--- config.mk ---
export PLATFORM = sky130hd
export DESIGN_NAME = base64_stream_decoder
export DESIGN_NICKNAME = d
export VERILOG_FILES = /design/src/hw/rtl/b64d_pkg.sv /design/src/hw/rtl/base64_stream_decoder.sv /design/src/hw/rtl/b64d_front.sv /design/src/hw/rtl/b64d_queue.sv /design/src/hw/rtl/b64d_back.sv
export SDC_FILE = /design/constraint.sdc
export NUM_CORES = 1
export LEC_CHECK = 0
export ABC_AREA = 1
export BUFFER_PORTS_ARGS = -buffer_cell sky130_fd_sc_hd__buf_2
export CORE_UTILIZATION = 53
export CTS_BUF_LIST = sky130_fd_sc_hd__clkbuf_8 sky130_fd_sc_hd__clkbuf_16
export CTS_CLUSTER_DIAMETER = 80
export DETAILED_ROUTE_END_ITERATION = 8
export PLACE_DENSITY = 0.77
export SKIP_CTS_REPAIR_TIMING = 1
export SLEW_MARGIN = 0
export SYNTH_ARGS = -nofsm -noshare
export SYNTH_HDL_FRONTEND = slang
export SYNTH_SLANG_ARGS = --single-unit
export TNS_END_PERCENT = 30
--- constraint.sdc ---
create_clock -name clk -period 1.6 [get_ports clk]
set_input_delay 0.16 -clock clk [delete_from_list [all_inputs] [get_ports clk]]
set_output_delay 0.16 -clock clk [all_outputs]
set_load 0.02 [all_outputs]
--- src/hw/rtl/b64d_pkg.sv ---
// Shared types and constants for the base64 stream decoder.
// Used by the front classifier, the item queue, the back end and the top level.
`timescale 1ns / 1ps

package b64d_pkg;

    // Character codes of interest
    localparam logic [7:0] CHR_UPPER_A = 8'h41;
    localparam logic [7:0] CHR_UPPER_Z = 8'h5A;
    localparam logic [7:0] CHR_LOWER_A = 8'h61;
    localparam logic [7:0] CHR_LOWER_Z = 8'h7A;
    localparam logic [7:0] CHR_DIGIT_0 = 8'h30;
    localparam logic [7:0] CHR_DIGIT_9 = 8'h39;
    localparam logic [7:0] CHR_PLUS    = 8'h2B;
    localparam logic [7:0] CHR_SLASH   = 8'h2F;
    localparam logic [7:0] CHR_PAD     = 8'h3D;
    localparam logic [7:0] CHR_CR      = 8'h0D;
    localparam logic [7:0] CHR_LF      = 8'h0A;
    localparam logic [7:0] CHR_SPACE   = 8'h20;
    localparam logic [7:0] CHR_TAB     = 8'h09;

    // Sextet offsets of the alphabet ranges
    localparam logic [5:0] SEXTET_LOWER_BASE = 6'd26;
    localparam logic [5:0] SEXTET_DIGIT_BASE = 6'd52;
    localparam logic [5:0] SEXTET_PLUS       = 6'd62;
    localparam logic [5:0] SEXTET_SLASH      = 6'd63;

    // Queue between front and back
    localparam int QUEUE_DEPTH = 2;
    localparam int QUEUE_PTR_W = $clog2(QUEUE_DEPTH);
    localparam int QUEUE_CNT_W = $clog2(QUEUE_DEPTH + 1);

    typedef enum logic [1:0] {
        CLS_SPACE,
        CLS_PAD,
        CLS_DATA,
        CLS_BAD
    } char_class_t;

    typedef struct packed {
        char_class_t cls;
        logic [5:0]  sextet;
        logic        last;
    } b64d_item_t;

    typedef struct packed {
        logic full;
        logic empty;
    } queue_status_t;

endpackage

--- src/hw/rtl/base64_stream_decoder.sv ---
// Base64 stream decoder, one character request per cycle while char_stall is low.
// An accepted character is written into the queue; the back end then decodes the
// queue head and loads the result register.
// One character per cycle while neither side stalls; a stalled result holds the back
// end and the input stalls once both queue slots fill.
// Reset (rst_n low, asynchronous) empties the queue, clears residue and stop flag.
`timescale 1ns / 1ps

module base64_stream_decoder (
    input  logic       clk,
    input  logic       rst_n,
    input  logic       char_valid,
    output logic       char_stall,
    input  logic [7:0] char_in,
    input  logic       end_of_string,
    output logic       result_valid,
    input  logic       result_stall,
    output logic [7:0] byte_out,
    output logic       byte_valid,
    output logic       bad_char,
    output logic       string_done
);
    import b64d_pkg::*;

    logic          push;
    logic          pop;
    b64d_item_t    push_item;
    b64d_item_t    head_item;
    queue_status_t q_status;

    b64d_front u_front (
        .char_valid    (char_valid),
        .char_stall    (char_stall),
        .char_in       (char_in),
        .end_of_string (end_of_string),
        .q_status      (q_status),
        .push          (push),
        .push_item     (push_item)
    );

    b64d_queue u_queue (
        .clk       (clk),
        .rst_n     (rst_n),
        .push      (push),
        .push_item (push_item),
        .pop       (pop),
        .head_item (head_item),
        .q_status  (q_status)
    );

    b64d_back u_back (
        .clk          (clk),
        .rst_n        (rst_n),
        .head_item    (head_item),
        .q_status     (q_status),
        .pop          (pop),
        .result_valid (result_valid),
        .result_stall (result_stall),
        .byte_out     (byte_out),
        .byte_valid   (byte_valid),
        .bad_char     (bad_char),
        .string_done  (string_done)
    );

    // A bad character never carries a byte
    assert property (@(posedge clk) disable iff (!rst_n)
        result_valid |-> !(bad_char && byte_valid))
        else $error("result flags both a byte and a bad character");

    // Queue cannot be full and empty at once
    assert property (@(posedge clk) disable iff (!rst_n)
        !(q_status.full && q_status.empty))
        else $error("queue status inconsistent");

    // Never pop an empty queue or push a full one
    assert property (@(posedge clk) disable iff (!rst_n)
        !(pop && q_status.empty) && !(push && q_status.full))
        else $error("queue overrun or underrun");

endmodule

--- src/hw/rtl/b64d_front.sv ---
// Front end: takes requests from the character channel and classifies them.
// Depends on b64d_pkg; feeds b64d_queue.
`timescale 1ns / 1ps

module b64d_front (
    input  logic                   char_valid,
    output logic                   char_stall,
    input  logic [7:0]             char_in,
    input  logic                   end_of_string,
    input  b64d_pkg::queue_status_t q_status,
    output logic                   push,
    output b64d_pkg::b64d_item_t   push_item
);
    import b64d_pkg::*;

    logic [7:0] offset;

    // Hold requests off while the queue is full
    assign char_stall = q_status.full;
    assign push       = char_valid && !q_status.full;

    // Classify the character and derive its sextet
    always_comb
    begin
        offset           = 8'd0;
        push_item.cls    = CLS_BAD;
        push_item.sextet = 6'd0;
        push_item.last   = end_of_string;
        case (char_in) inside
            [CHR_UPPER_A:CHR_UPPER_Z]:
            begin
                offset           = char_in - CHR_UPPER_A;
                push_item.cls    = CLS_DATA;
                push_item.sextet = offset[5:0];
            end
            [CHR_LOWER_A:CHR_LOWER_Z]:
            begin
                offset           = char_in - CHR_LOWER_A;
                push_item.cls    = CLS_DATA;
                push_item.sextet = offset[5:0] + SEXTET_LOWER_BASE;
            end
            [CHR_DIGIT_0:CHR_DIGIT_9]:
            begin
                offset           = char_in - CHR_DIGIT_0;
                push_item.cls    = CLS_DATA;
                push_item.sextet = offset[5:0] + SEXTET_DIGIT_BASE;
            end
            CHR_PLUS:
            begin
                push_item.cls    = CLS_DATA;
                push_item.sextet = SEXTET_PLUS;
            end
            CHR_SLASH:
            begin
                push_item.cls    = CLS_DATA;
                push_item.sextet = SEXTET_SLASH;
            end
            CHR_PAD:
            begin
                push_item.cls = CLS_PAD;
            end
            CHR_CR, CHR_LF, CHR_SPACE, CHR_TAB:
            begin
                push_item.cls = CLS_SPACE;
            end
            default:
            begin
                push_item.cls = CLS_BAD;
            end
        endcase
    end

endmodule

--- src/hw/rtl/b64d_queue.sv ---
// Short queue of classified characters between front and back end.
// Depends on b64d_pkg.
`timescale 1ns / 1ps

module b64d_queue (
    input  logic                    clk,
    input  logic                    rst_n,
    input  logic                    push,
    input  b64d_pkg::b64d_item_t    push_item,
    input  logic                    pop,
    output b64d_pkg::b64d_item_t    head_item,
    output b64d_pkg::queue_status_t q_status
);
    import b64d_pkg::*;

    b64d_item_t               entry_reg [QUEUE_DEPTH];
    logic [QUEUE_PTR_W-1:0]   wr_ptr_reg, wr_ptr_next;
    logic [QUEUE_PTR_W-1:0]   rd_ptr_reg, rd_ptr_next;
    logic [QUEUE_CNT_W-1:0]   count_reg, count_next;

    // Status comes straight from the count register
    assign q_status.full  = (count_reg == QUEUE_CNT_W'(QUEUE_DEPTH));
    assign q_status.empty = (count_reg == '0);
    assign head_item      = entry_reg[rd_ptr_reg];

    // Advance pointers and count
    always_comb
    begin
        wr_ptr_next = wr_ptr_reg;
        rd_ptr_next = rd_ptr_reg;
        count_next  = count_reg;
        if (push)
        begin
            wr_ptr_next = (wr_ptr_reg == QUEUE_PTR_W'(QUEUE_DEPTH - 1)) ? '0
                                                                       : wr_ptr_reg + 1'b1;
        end
        if (pop)
        begin
            rd_ptr_next = (rd_ptr_reg == QUEUE_PTR_W'(QUEUE_DEPTH - 1)) ? '0
                                                                       : rd_ptr_reg + 1'b1;
        end
        if (push && !pop)
        begin
            count_next = count_reg + 1'b1;
        end
        else if (pop && !push)
        begin
            count_next = count_reg - 1'b1;
        end
    end

    always_ff @(posedge clk or negedge rst_n)
    begin
        if (!rst_n)
        begin
            wr_ptr_reg <= '0;
            rd_ptr_reg <= '0;
            count_reg  <= '0;
        end
        else
        begin
            wr_ptr_reg <= wr_ptr_next;
            rd_ptr_reg <= rd_ptr_next;
            count_reg  <= count_next;
        end
    end

    // Store the incoming request
    always_ff @(posedge clk)
    begin
        if (push)
        begin
            entry_reg[wr_ptr_reg] <= push_item;
        end
    end

endmodule

--- src/hw/rtl/b64d_back.sv ---
// Back end: keeps the bit residue and stop flag, packs sextets into bytes
// and holds the result register. Depends on b64d_pkg; reads from b64d_queue.
`timescale 1ns / 1ps

module b64d_back (
    input  logic                    clk,
    input  logic                    rst_n,
    input  b64d_pkg::b64d_item_t    head_item,
    input  b64d_pkg::queue_status_t q_status,
    output logic                    pop,
    output logic                    result_valid,
    input  logic                    result_stall,
    output logic [7:0]              byte_out,
    output logic                    byte_valid,
    output logic                    bad_char,
    output logic                    string_done
);
    import b64d_pkg::*;

    logic [5:0]  residue_reg, residue_next;
    logic [1:0]  pairs_reg, pairs_next;
    logic        stopped_reg, stopped_next;
    logic        out_valid_reg, out_valid_next;
    logic [7:0]  byte_reg, byte_next;
    logic        byte_valid_reg, byte_valid_next;
    logic        bad_reg, bad_next;
    logic        done_reg, done_next;

    logic        out_free;
    logic        have_byte;
    logic        bad;
    logic [7:0]  byte_val;
    logic [11:0] acc;
    logic [11:0] acc_shift;
    logic [2:0]  rest;
    logic [5:0]  rest_mask;
    logic        produce;

    // Pop whenever the queue holds an item and the result register can take a new value
    assign out_free = !out_valid_reg || !result_stall;
    assign pop      = !q_status.empty && out_free;

    assign acc       = {residue_reg, head_item.sextet};
    assign rest      = {pairs_reg - 2'd1, 1'b0};
    assign acc_shift = acc >> rest;
    assign rest_mask = 6'((7'd1 << rest) - 7'd1);

    // Decode one character against the residue
    always_comb
    begin
        residue_next = residue_reg;
        pairs_next   = pairs_reg;
        stopped_next = stopped_reg;
        have_byte    = 1'b0;
        bad          = 1'b0;
        byte_val     = 8'd0;
        if (pop)
        begin
            if (!stopped_reg)
            begin
                case (head_item.cls)
                    CLS_PAD:
                    begin
                        stopped_next = 1'b1;
                    end
                    CLS_BAD:
                    begin
                        bad          = 1'b1;
                        stopped_next = 1'b1;
                    end
                    CLS_DATA:
                    begin
                        if (pairs_reg == 2'd0)
                        begin
                            residue_next = head_item.sextet;
                            pairs_next   = 2'd3;
                        end
                        else
                        begin
                            have_byte    = 1'b1;
                            byte_val     = acc_shift[7:0];
                            residue_next = acc[5:0] & rest_mask;
                            pairs_next   = pairs_reg - 2'd1;
                        end
                    end
                    default:
                    begin
                        // whitespace: skip
                    end
                endcase
            end
            // Clear the residue, pair count and stop flag at the end of the string
            if (head_item.last)
            begin
                residue_next = 6'd0;
                pairs_next   = 2'd0;
                stopped_next = 1'b0;
            end
        end
    end

    assign produce = pop && (have_byte || bad || head_item.last);

    // Load or drop the result register
    always_comb
    begin
        out_valid_next  = out_valid_reg;
        byte_next       = byte_reg;
        byte_valid_next = byte_valid_reg;
        bad_next        = bad_reg;
        done_next       = done_reg;
        if (out_free)
        begin
            out_valid_next = produce;
            if (produce)
            begin
                byte_next       = byte_val;
                byte_valid_next = have_byte;
                bad_next        = bad;
                done_next       = head_item.last;
            end
        end
    end

    always_ff @(posedge clk or negedge rst_n)
    begin
        if (!rst_n)
        begin
            residue_reg   <= 6'd0;
            pairs_reg     <= 2'd0;
            stopped_reg   <= 1'b0;
            out_valid_reg <= 1'b0;
        end
        else
        begin
            residue_reg   <= residue_next;
            pairs_reg     <= pairs_next;
            stopped_reg   <= stopped_next;
            out_valid_reg <= out_valid_next;
        end
    end

    always_ff @(posedge clk)
    begin
        byte_reg       <= byte_next;
        byte_valid_reg <= byte_valid_next;
        bad_reg        <= bad_next;
        done_reg       <= done_next;
    end

    assign result_valid = out_valid_reg;
    assign byte_out     = byte_reg;
    assign byte_valid   = byte_valid_reg;
    assign bad_char     = bad_reg;
    assign string_done  = done_reg;

endmodule
==> out/summary.json, run 1 <==
{
  "hold_viol_final": {"value": 0},
  "largest_register_ffs": {"value": 18},
  "mappedNetlistNets": {"value": 355},
  "post_synth_main_area_contributors": {"value": "edfxtp_1, nand2_1, dfrtp_1"},
  "start_kind": {"value": "flop"},
  "crit_slowest_cell": {"value": "dfrtp_2"},
  "period_share": {"value": 98.8, "unit": "%"},
  "die_h": {"value": 73.3, "unit": "µm"},
  "setup-violations-final": {"value": 0},
  "timing.critical_path.depth": {"value": 5},
  "layout_commonest_cell": {"value": "nand2_1"},
  "leakage": {"value": 1.57, "unit": "nW"},
  "worst-path-buf-inv": {"value": 1},
  "finalCriticalPeriod": {"value": 1.58, "unit": "ns"},
  "vias_per_cell": {"value": 5.13},
  "fin_cells": {"value": 458},
  "worst_setup_hold_path_clk_slew": {"value": 0.08, "unit": "ns"},
  "timing.reg2reg.setup_slack": {"value": 0.02, "unit": "ns"},
  "warnings_from_yosys": {"value": 0},
  "end_kind": {"value": "flop"},
  "dpl.hpwl": {"value": 4.33, "unit": "mm"},
  "last_weighted_congestion_value_of_the_routability_driven_placer": {"value": 0.931},
  "yosys.area.top_type_share": {"value": 32.4, "unit": "%"},
  "die_x": {"value": 73.3, "unit": "µm"},
  "syn_inst_count": {"value": 330},
  "core-area": {"value": 4820, "unit": "µm²"},
  "synthDistinctLibCells": {"value": 33},
  "global_router_s_overall_resource_usage": {"value": 23.0, "unit": "%"},
  "p_comb_share": {"value": 54.6, "unit": "%"},
  "p_sw_share": {"value": 42.9, "unit": "%"},
  "drive_above_1_share": {"value": 26.1, "unit": "%"},
  "worst-endpoint-required": {"value": 1.66, "unit": "ns"},
  "timing.max_cap.violations": {"value": 0},
  "worst_hold_path_type": {"value": "input port to flop"},
  "grt_overflow_total": {"value": 0},
  "drt-initial-drc-count": {"value": 158},
  "reg2regPathDepth": {"value": 5},
  "route.final.wire_length": {"value": 5.69, "unit": "mm"},
  "tritoncts": {"value": "built"},
  "areaGrowthSynthToFinish": {"value": 22.3, "unit": "%"},
  "start_util": {"value": 55.9, "unit": "%"},
  "layout.cells.most_common_list": {"value": "nand2_1, nand3_1, buf_4"},
  "seqPwrFrac": {"value": 32.7, "unit": "%"},
  "insertion_delay": {"value": 0.30, "unit": "ns"},
  "path_common_cell": {"value": "o21ai_0"},
  "timing_worst_slew_pin_value": {"value": 0.323, "unit": "ns"},
  "peakVddDrop": {"value": 0.975, "unit": "mV"},
  "routedWlPerCell": {"value": 12.4, "unit": "µm"},
  "status": {"value": "completed"},
  "synthesis.area": {"value": 2690, "unit": "µm²"},
  "rel_slew_slack": {"value": 78.2, "unit": "%"},
  "reg2reg_to": {"value": "u_back.byte_out[4]$_SDFFCE_PP0P_"},
  "initial_antenna_violation_count": {"value": 0},
  "internal_power": {"value": 0.00326, "unit": "W"},
  "critical_path_peak_fanout": {"value": 6},
  "power_frac_clock": {"value": 12.7, "unit": "%"},
  "maxClockFrequency": {"value": 0.633, "unit": "GHz"},
  "cell_class_contributing_the_biggest_share_of_worst_path_delay": {"value": "compound AO/OA/AOI/OAI gates"},
  "grt_start_max_net_pins": {"value": 15},
  "detailedRoute.firstPassIterationCount": {"value": 4},
  "cts_made_buffers": {"value": 5},
  "grt_pass1_vias": {"value": 2135},
  "final_max_slew_viol_count": {"value": 0},
  "post-synth-top-area-cell": {"value": "edfxtp_1"},
  "clockRootBuffer": {"value": "clkbuf_8"},
  "worstReg2RegStart": {"value": "u_queue.rd_ptr_reg$_DFFE_PN0P_"},
  "antenna_cells": {"value": 0},
  "dpl.cell_count": {"value": 442},
  "layout.core_utilization": {"value": 68.3, "unit": "%"},
  "cts.sink_count": {"value": 43},
  "yosys_register_bits": {"value": 43},
  "hold_start": {"value": "end_of_string"},
  "holdPathEnd": {"value": "u_queue.entry_reg[1][0]$_DFFE_PP_"},
  "grt_first_pass_wirelength": {"value": 9.45, "unit": "mm"},
  "max_stage_delay": {"value": 0.46, "unit": "ns"},
  "finalClockSkew": {"value": 0.00585, "unit": "ns"},
  "cts-htree-levels": {"value": 2},
  "design.final.nets": {"value": 415},
  "worstPathCellList": {"value": "buf_4, o21ai_1, o21ai_0, o21ai_0, nor2_1"},
  "timing.hold.worst_path_depth": {"value": 1},
  "critPathArrivalTime": {"value": 1.64, "unit": "ns"},
  "via_count": {"value": 2349},
  "final.hold.worst_slack": {"value": 0.0453, "unit": "ns"},
  "rows": {"value": 25},
  "num_io_pins": {"value": 26},
  "net-switching-power": {"value": 0.00245, "unit": "W"},
  "postSynthAreaPerCell": {"value": 8.16, "unit": "µm²"},
  "synth_sequential_area_ratio": {"value": 45.4, "unit": "%"},
  "die_area": {"value": 5370, "unit": "µm²"},
  "antenna_left": {"value": 0},
  "cts.path.max_buffers": {"value": 2},
  "power_density": {"value": 1740, "unit": "nW/µm²"},
  "drcViolationCount": {"value": 0},
  "place.port_buffers": {"value": 25},
  "setup.worst_path.class": {"value": "flop to flop"}
}
## cell type report
class	count	area (µm²)
fill	401	1530
inverter	38	149
clock inverter	2	15.0
clock buffer	6	82.6
tap	67	83.8
timing repair inverter	1	5.00
timing repair buffer	59	399
sequential	43	1220
multi-input combinational	242	1330
## how the worst max path moves through the flow
stage | slack, ns | endpoint | startpoint
4_1_cts | -0.07 | u_back.byte_out[3]$_SDFFCE_PP0P_ | u_queue.rd_ptr_reg$_DFFE_PN0P_
5_1_grt | -0.04 | u_back.byte_out[2]$_SDFFCE_PP0P_ | u_queue.rd_ptr_reg$_DFFE_PN0P_
3_5_place_dp | -0.05 | u_queue.count_reg[1]$_DFFE_PN0P_ | u_queue.count_reg[0]$_DFFE_PN0P_
6_report | 0.02 | u_back.byte_out[4]$_SDFFCE_PP0P_ | u_queue.rd_ptr_reg$_DFFE_PN0P_
2_1_floorplan | 0.001 | u_back.bad_char$_DFFE_PP_ | u_back.pairs_reg[0]$_DFFE_PN0P_
3_3_place_gp | 0.02 | u_queue.count_reg[1]$_DFFE_PN0P_ | u_queue.count_reg[0]$_DFFE_PN0P_
## worst reg2reg max path, cell delays in order, from the launching register on
cell	delay (ns)
dfrtp_2	0.46
buf_4	0.16
o21ai_1	0.24
o21ai_0	0.19
o21ai_0	0.21
nor2_1	0.06
## routing by layer
| metal | vias up | GRT usage (%) | share of wire [%] |
|---|---|---|---|
| li1 | 1189 | - | - |
| met1 | 1066 | 27.6 | 43 |
| met2 | 83 | 41.0 | 51 |
| met3 | 11 | 4.39 | 4.6 |
| met4 | 0 | 8.28 | 1.4 |
| met5 | - | 0 | 0 |
## power by group through the flow
stage               clock network (W)  registers (W)  logic [W]
floorplan                           0        0.00207    0.00169
CTS                          0.000729        0.00187    0.00279
global placement                    0        0.00188    0.00268
finish                       0.000725        0.00187    0.00312
detailed placement                  0        0.00189    0.00277
global route                 0.000777        0.00191    0.00344
## Yosys cell counts, drive strengths merged
cell type	count
xnor2	2
nand4	2
buf	5
nand3b	4
dfrtp	14
or2	2
a21boi	1
nand2	106
ha	12
nor3	2
xor2	10
inv	38
o21a	1
clkbuf	2
o21ai	20
o211ai	1
nor2	30
nand3	36
a21oi	13
edfxtp	29
## through the flow
stage / power, W / worst slack, ns / area [µm²] / TNS (ns)
6_report: 0.00571 / 0.0197 / 3290 / 0
4_1_cts: 0.00539 / -0.0724 / 3190 / -0.793
2_1_floorplan: 0.00375 / 0.00106 / 2710 / 0
3_3_place_gp: 0.00456 / 0.0238 / 3090 / 0
3_5_place_dp: 0.00466 / -0.0517 / 3090 / -0.155
5_1_grt: 0.00613 / -0.0366 / 3290 / -0.407
## logic make-up after synthesis
group,share of synthesized area (%)
buf+inv,6.93
flops,45.4
xor+xnor,3.91
simple gates,30.3
compound gates,7.95
fa+ha+maj,5.58
(Power assumes the default switching activity.)
==> run 2: changes to the inputs <==
--- a/config.mk
+++ b/config.mk
@@ -12,6 +12,7 @@
 export CTS_CLUSTER_DIAMETER = 80
 export DETAILED_ROUTE_END_ITERATION = 8
 export PLACE_DENSITY = 0.77
+export SETUP_SLACK_MARGIN = 0.02
 export SKIP_CTS_REPAIR_TIMING = 1
 export SLEW_MARGIN = 0
 export SYNTH_ARGS = -nofsm -noshare
==> out/summary.json, run 2 (same netlist as run 1, synthesis figures left out) <==
{
  "via_count": {"value": 2250, "change": "was 2349"},
  "clockRootBuffer": {"value": "clkbuf_8", "change": "unchanged"},
  "rows": {"value": 25, "change": "unchanged"},
  "last_weighted_congestion_value_of_the_routability_driven_placer": {"value": 0.952, "change": "was 0.931"},
  "ff_latch_area": {"value": 1220, "unit": "µm²", "change": "unchanged"},
  "crit_slowest_cell": {"value": "dfrtp_2", "change": "unchanged"},
  "drt-initial-drc-count": {"value": 137, "change": "was 158"},
  "tritoncts": {"value": "built", "change": "unchanged"},
  "initial_antenna_violation_count": {"value": 0, "change": "unchanged"},
  "finalWorstSetupSlack": {"value": 0.102, "unit": "ns", "change": "was 0.0197 ns"},
  "status": {"value": "completed", "change": "unchanged"},
  "max_stage_delay": {"value": 0.43, "unit": "ns", "change": "was 0.46 ns"},
  "final_max_slew_viol_count": {"value": 0, "change": "unchanged"},
  "cts.sink_count": {"value": 43, "change": "unchanged"},
  "post-layout-total-power": {"value": 0.00524, "unit": "W", "change": "was 0.00571 W"},
  "rel_slew_slack": {"value": 78.7, "unit": "%", "change": "was 78.2%"},
  "layout_commonest_cell": {"value": "nand2_1", "change": "unchanged"},
  "routedWlPerCell": {"value": 11.7, "unit": "µm", "change": "was 12.4 µm"},
  "preCtsSetupSlack": {"value": -0.0625, "unit": "ns", "change": "was -0.0517 ns"},
  "timing_worst_slew_pin_value": {"value": 0.320, "unit": "ns", "change": "was 0.323 ns"},
  "power_density": {"value": 1640, "unit": "nW/µm²", "change": "was 1740 nW/µm²"},
  "rsz0062_at_grt": {"value": "false"},
  "antenna_cells": {"value": 0, "change": "unchanged"},
  "fin_cells": {"value": 450, "change": "was 458"},
  "insertion_delay": {"value": 0.29, "unit": "ns", "change": "was 0.30 ns"},
  "grt_overflow_total": {"value": 0, "change": "unchanged"},
  "grt_start_max_net_pins": {"value": 15, "change": "unchanged"},
  "place.port_buffers": {"value": 25, "change": "unchanged"},
  "fillers": {"value": 417, "change": "was 401"},
  "period_share": {"value": 93.6, "unit": "%", "change": "was 98.8%"},
  "num_io_pins": {"value": 26, "change": "unchanged"},
  "worst-path-buf-inv": {"value": 2, "change": "was 1"},
  "cell_class_contributing_the_biggest_share_of_worst_path_delay": {"value": "flip-flops", "change": "was compound AO/OA/AOI/OAI gates"},
  "peakVddDrop": {"value": 0.726, "unit": "mV", "change": "was 0.975 mV"},
  "drive_above_1_share": {"value": 23.5, "unit": "%", "change": "was 26.1%"},
  "dpl.hpwl": {"value": 4.12, "unit": "mm", "change": "was 4.33 mm"},
  "fin_setup_tns": {"value": 0, "unit": "ns", "change": "unchanged"},
  "worst-endpoint-required": {"value": 1.78, "unit": "ns", "change": "was 1.66 ns"},
  "cts.path.max_buffers": {"value": 2, "change": "unchanged"},
  "setup-violations-final": {"value": 0, "change": "unchanged"},
  "core-area": {"value": 4820, "unit": "µm²", "change": "unchanged"},
  "global_router_s_overall_resource_usage": {"value": 21.7, "unit": "%", "change": "was 23.0%"},
  "largest_register_ffs": {"value": 18, "change": "unchanged"},
  "design.final.nets": {"value": 407, "change": "was 415"},
  "leakage": {"value": 1.52, "unit": "nW", "change": "was 1.57 nW"},
  "die_area": {"value": 5370, "unit": "µm²", "change": "unchanged"},
  "cts-htree-levels": {"value": 2, "change": "unchanged"},
  "finalCriticalPeriod": {"value": 1.50, "unit": "ns", "change": "was 1.58 ns"},
  "worstPathCellList": {"value": "buf_4, o21a_2, inv_2, ha_4, a21oi_1, o21ai_1, xor2_1", "change": "was buf_4, o21ai_1, o21ai_0, o21ai_0, nor2_1"},
  "timing.max_cap.violations": {"value": 0, "change": "unchanged"},
  "worst_setup_hold_path_clk_slew": {"value": 0.07, "unit": "ns", "change": "was 0.08 ns"},
  "detailedRoute.firstPassIterationCount": {"value": 4, "change": "unchanged"},
  "grt_first_pass_wirelength": {"value": 8.89, "unit": "mm", "change": "was 9.45 mm"},
  "combined_area_of_the_multi_input_logic_cells": {"value": 1320, "unit": "µm²", "change": "was 1330 µm²"},
  "layout.cells.most_common_list": {"value": "nand2_1, nand3_1, inv_1", "change": "was nand2_1, nand3_1, buf_4"},
  "setup.worst_path.class": {"value": "flop to flop", "change": "unchanged"},
  "critical_path_peak_fanout": {"value": 4, "change": "was 6"},
  "antenna_left": {"value": 0, "change": "unchanged"},
  "worst_hold_path_type": {"value": "input port to flop", "change": "unchanged"},
  "final.hold.worst_slack": {"value": 0.0600, "unit": "ns", "change": "was 0.0453 ns"},
  "route.final.wire_length": {"value": 5.28, "unit": "mm", "change": "was 5.69 mm"},
  "die_h": {"value": 73.3, "unit": "µm", "change": "unchanged"},
  "grt_pass1_vias": {"value": 2025, "change": "was 2135"},
  "areaGrowthSynthToFinish": {"value": 18.5, "unit": "%", "change": "was 22.3%"},
  "hold_viol_final": {"value": 0, "change": "unchanged"},
  "finalClockSkew": {"value": 0.0111, "unit": "ns", "change": "was 0.00585 ns"},
  "vias_per_cell": {"value": 5.00, "change": "was 5.13"},
  "drcViolationCount": {"value": 0, "change": "unchanged"},
  "end_kind": {"value": "flop", "change": "unchanged"},
  "critPathArrivalTime": {"value": 1.67, "unit": "ns", "change": "was 1.64 ns"},
  "die_x": {"value": 73.3, "unit": "µm", "change": "unchanged"},
  "start_util": {"value": 55.9, "unit": "%", "change": "unchanged"},
  "dpl.cell_count": {"value": 435, "change": "was 442"},
  "cts_made_buffers": {"value": 5, "change": "unchanged"},
  "maxClockFrequency": {"value": 0.667, "unit": "GHz", "change": "was 0.633 GHz"},
  "start_kind": {"value": "flop", "change": "unchanged"}
}
-- run 2: cell types whose count changed in the layout (fill, tap and decap cells not counted), sizes merged --
cell / before / now
inv: 38 / 39
clkbuf: 6 / 5
buf: 58 / 50
-- run 2: worst reg2reg max path, stage by stage (launching register included) --
cell and delay [ns]:
dfrtp_2 0.43, buf_4 0.14, o21a_2 0.22, inv_2 0.07, ha_4 0.19, a21oi_1 0.11
o21ai_1 0.09, xor2_1 0.14
-- run 2: power by group --
part           switching (W)  internal (W)  leakage (nW)
clock               0.000330      0.000291        0.0519
combinational        0.00175       0.00101          1.02
sequential          0.000173       0.00169         0.447
-- run 2: per-layer routing --
layer,share of wire [%],track usage [%],up-vias,routed length (µm)
met5,0,0,-,0
met4,1.7,10.0,0,90
met3,2.3,4.94,9,119
met2,53,39.0,44,2790
met1,43,24.3,1021,2280
li1,-,-,1176,-
-- run 2: path summary, 6_finish.rpt --
check                      slack (ns)  cells past startpoint                             start                                end
hold / removal                   0.06                      1                     end_of_string  u_queue.entry_reg[1][0]$_DFFE_PP_
min in group asynchronous        0.28                      2                             rst_n  u_back.residue_reg[0]$_DFFE_PN0P_
setup reg to reg                 0.10                      7  u_queue.count_reg[0]$_DFFE_PN0P_   u_queue.count_reg[1]$_DFFE_PN0P_
max in group asynchronous        1.05                      2                             rst_n     u_queue.rd_ptr_reg$_DFFE_PN0P_
hold reg to reg                  0.52                      2   u_back.pairs_reg[1]$_DFFE_PN0P_    u_back.pairs_reg[1]$_DFFE_PN0P_
setup / recovery                 0.10                      7  u_queue.count_reg[0]$_DFFE_PN0P_   u_queue.count_reg[1]$_DFFE_PN0P_
-- run 2: final cells by class --
class / count / area share (%)
clock buffer: 5 / 2.16
clock inverter: 3 / 0.353
inverter: 38 / 4.82
multi-input combinational: 242 / 41.4
sequential: 43 / 38.4
tap: 67 / 2.63
timing repair buffer: 51 / 10.1
timing repair inverter: 1 / 0.157
-- run 2: stage by stage --
step | area [µm²] | util (%)
2_1_floorplan | 2710 | -
3_5_place_dp | 3020 | 62.8
5_1_grt | 3190 | 66.2
3_3_place_gp | 3020 | 62.8
4_1_cts | 3100 | 64.4
6_report | 3190 | 66.2
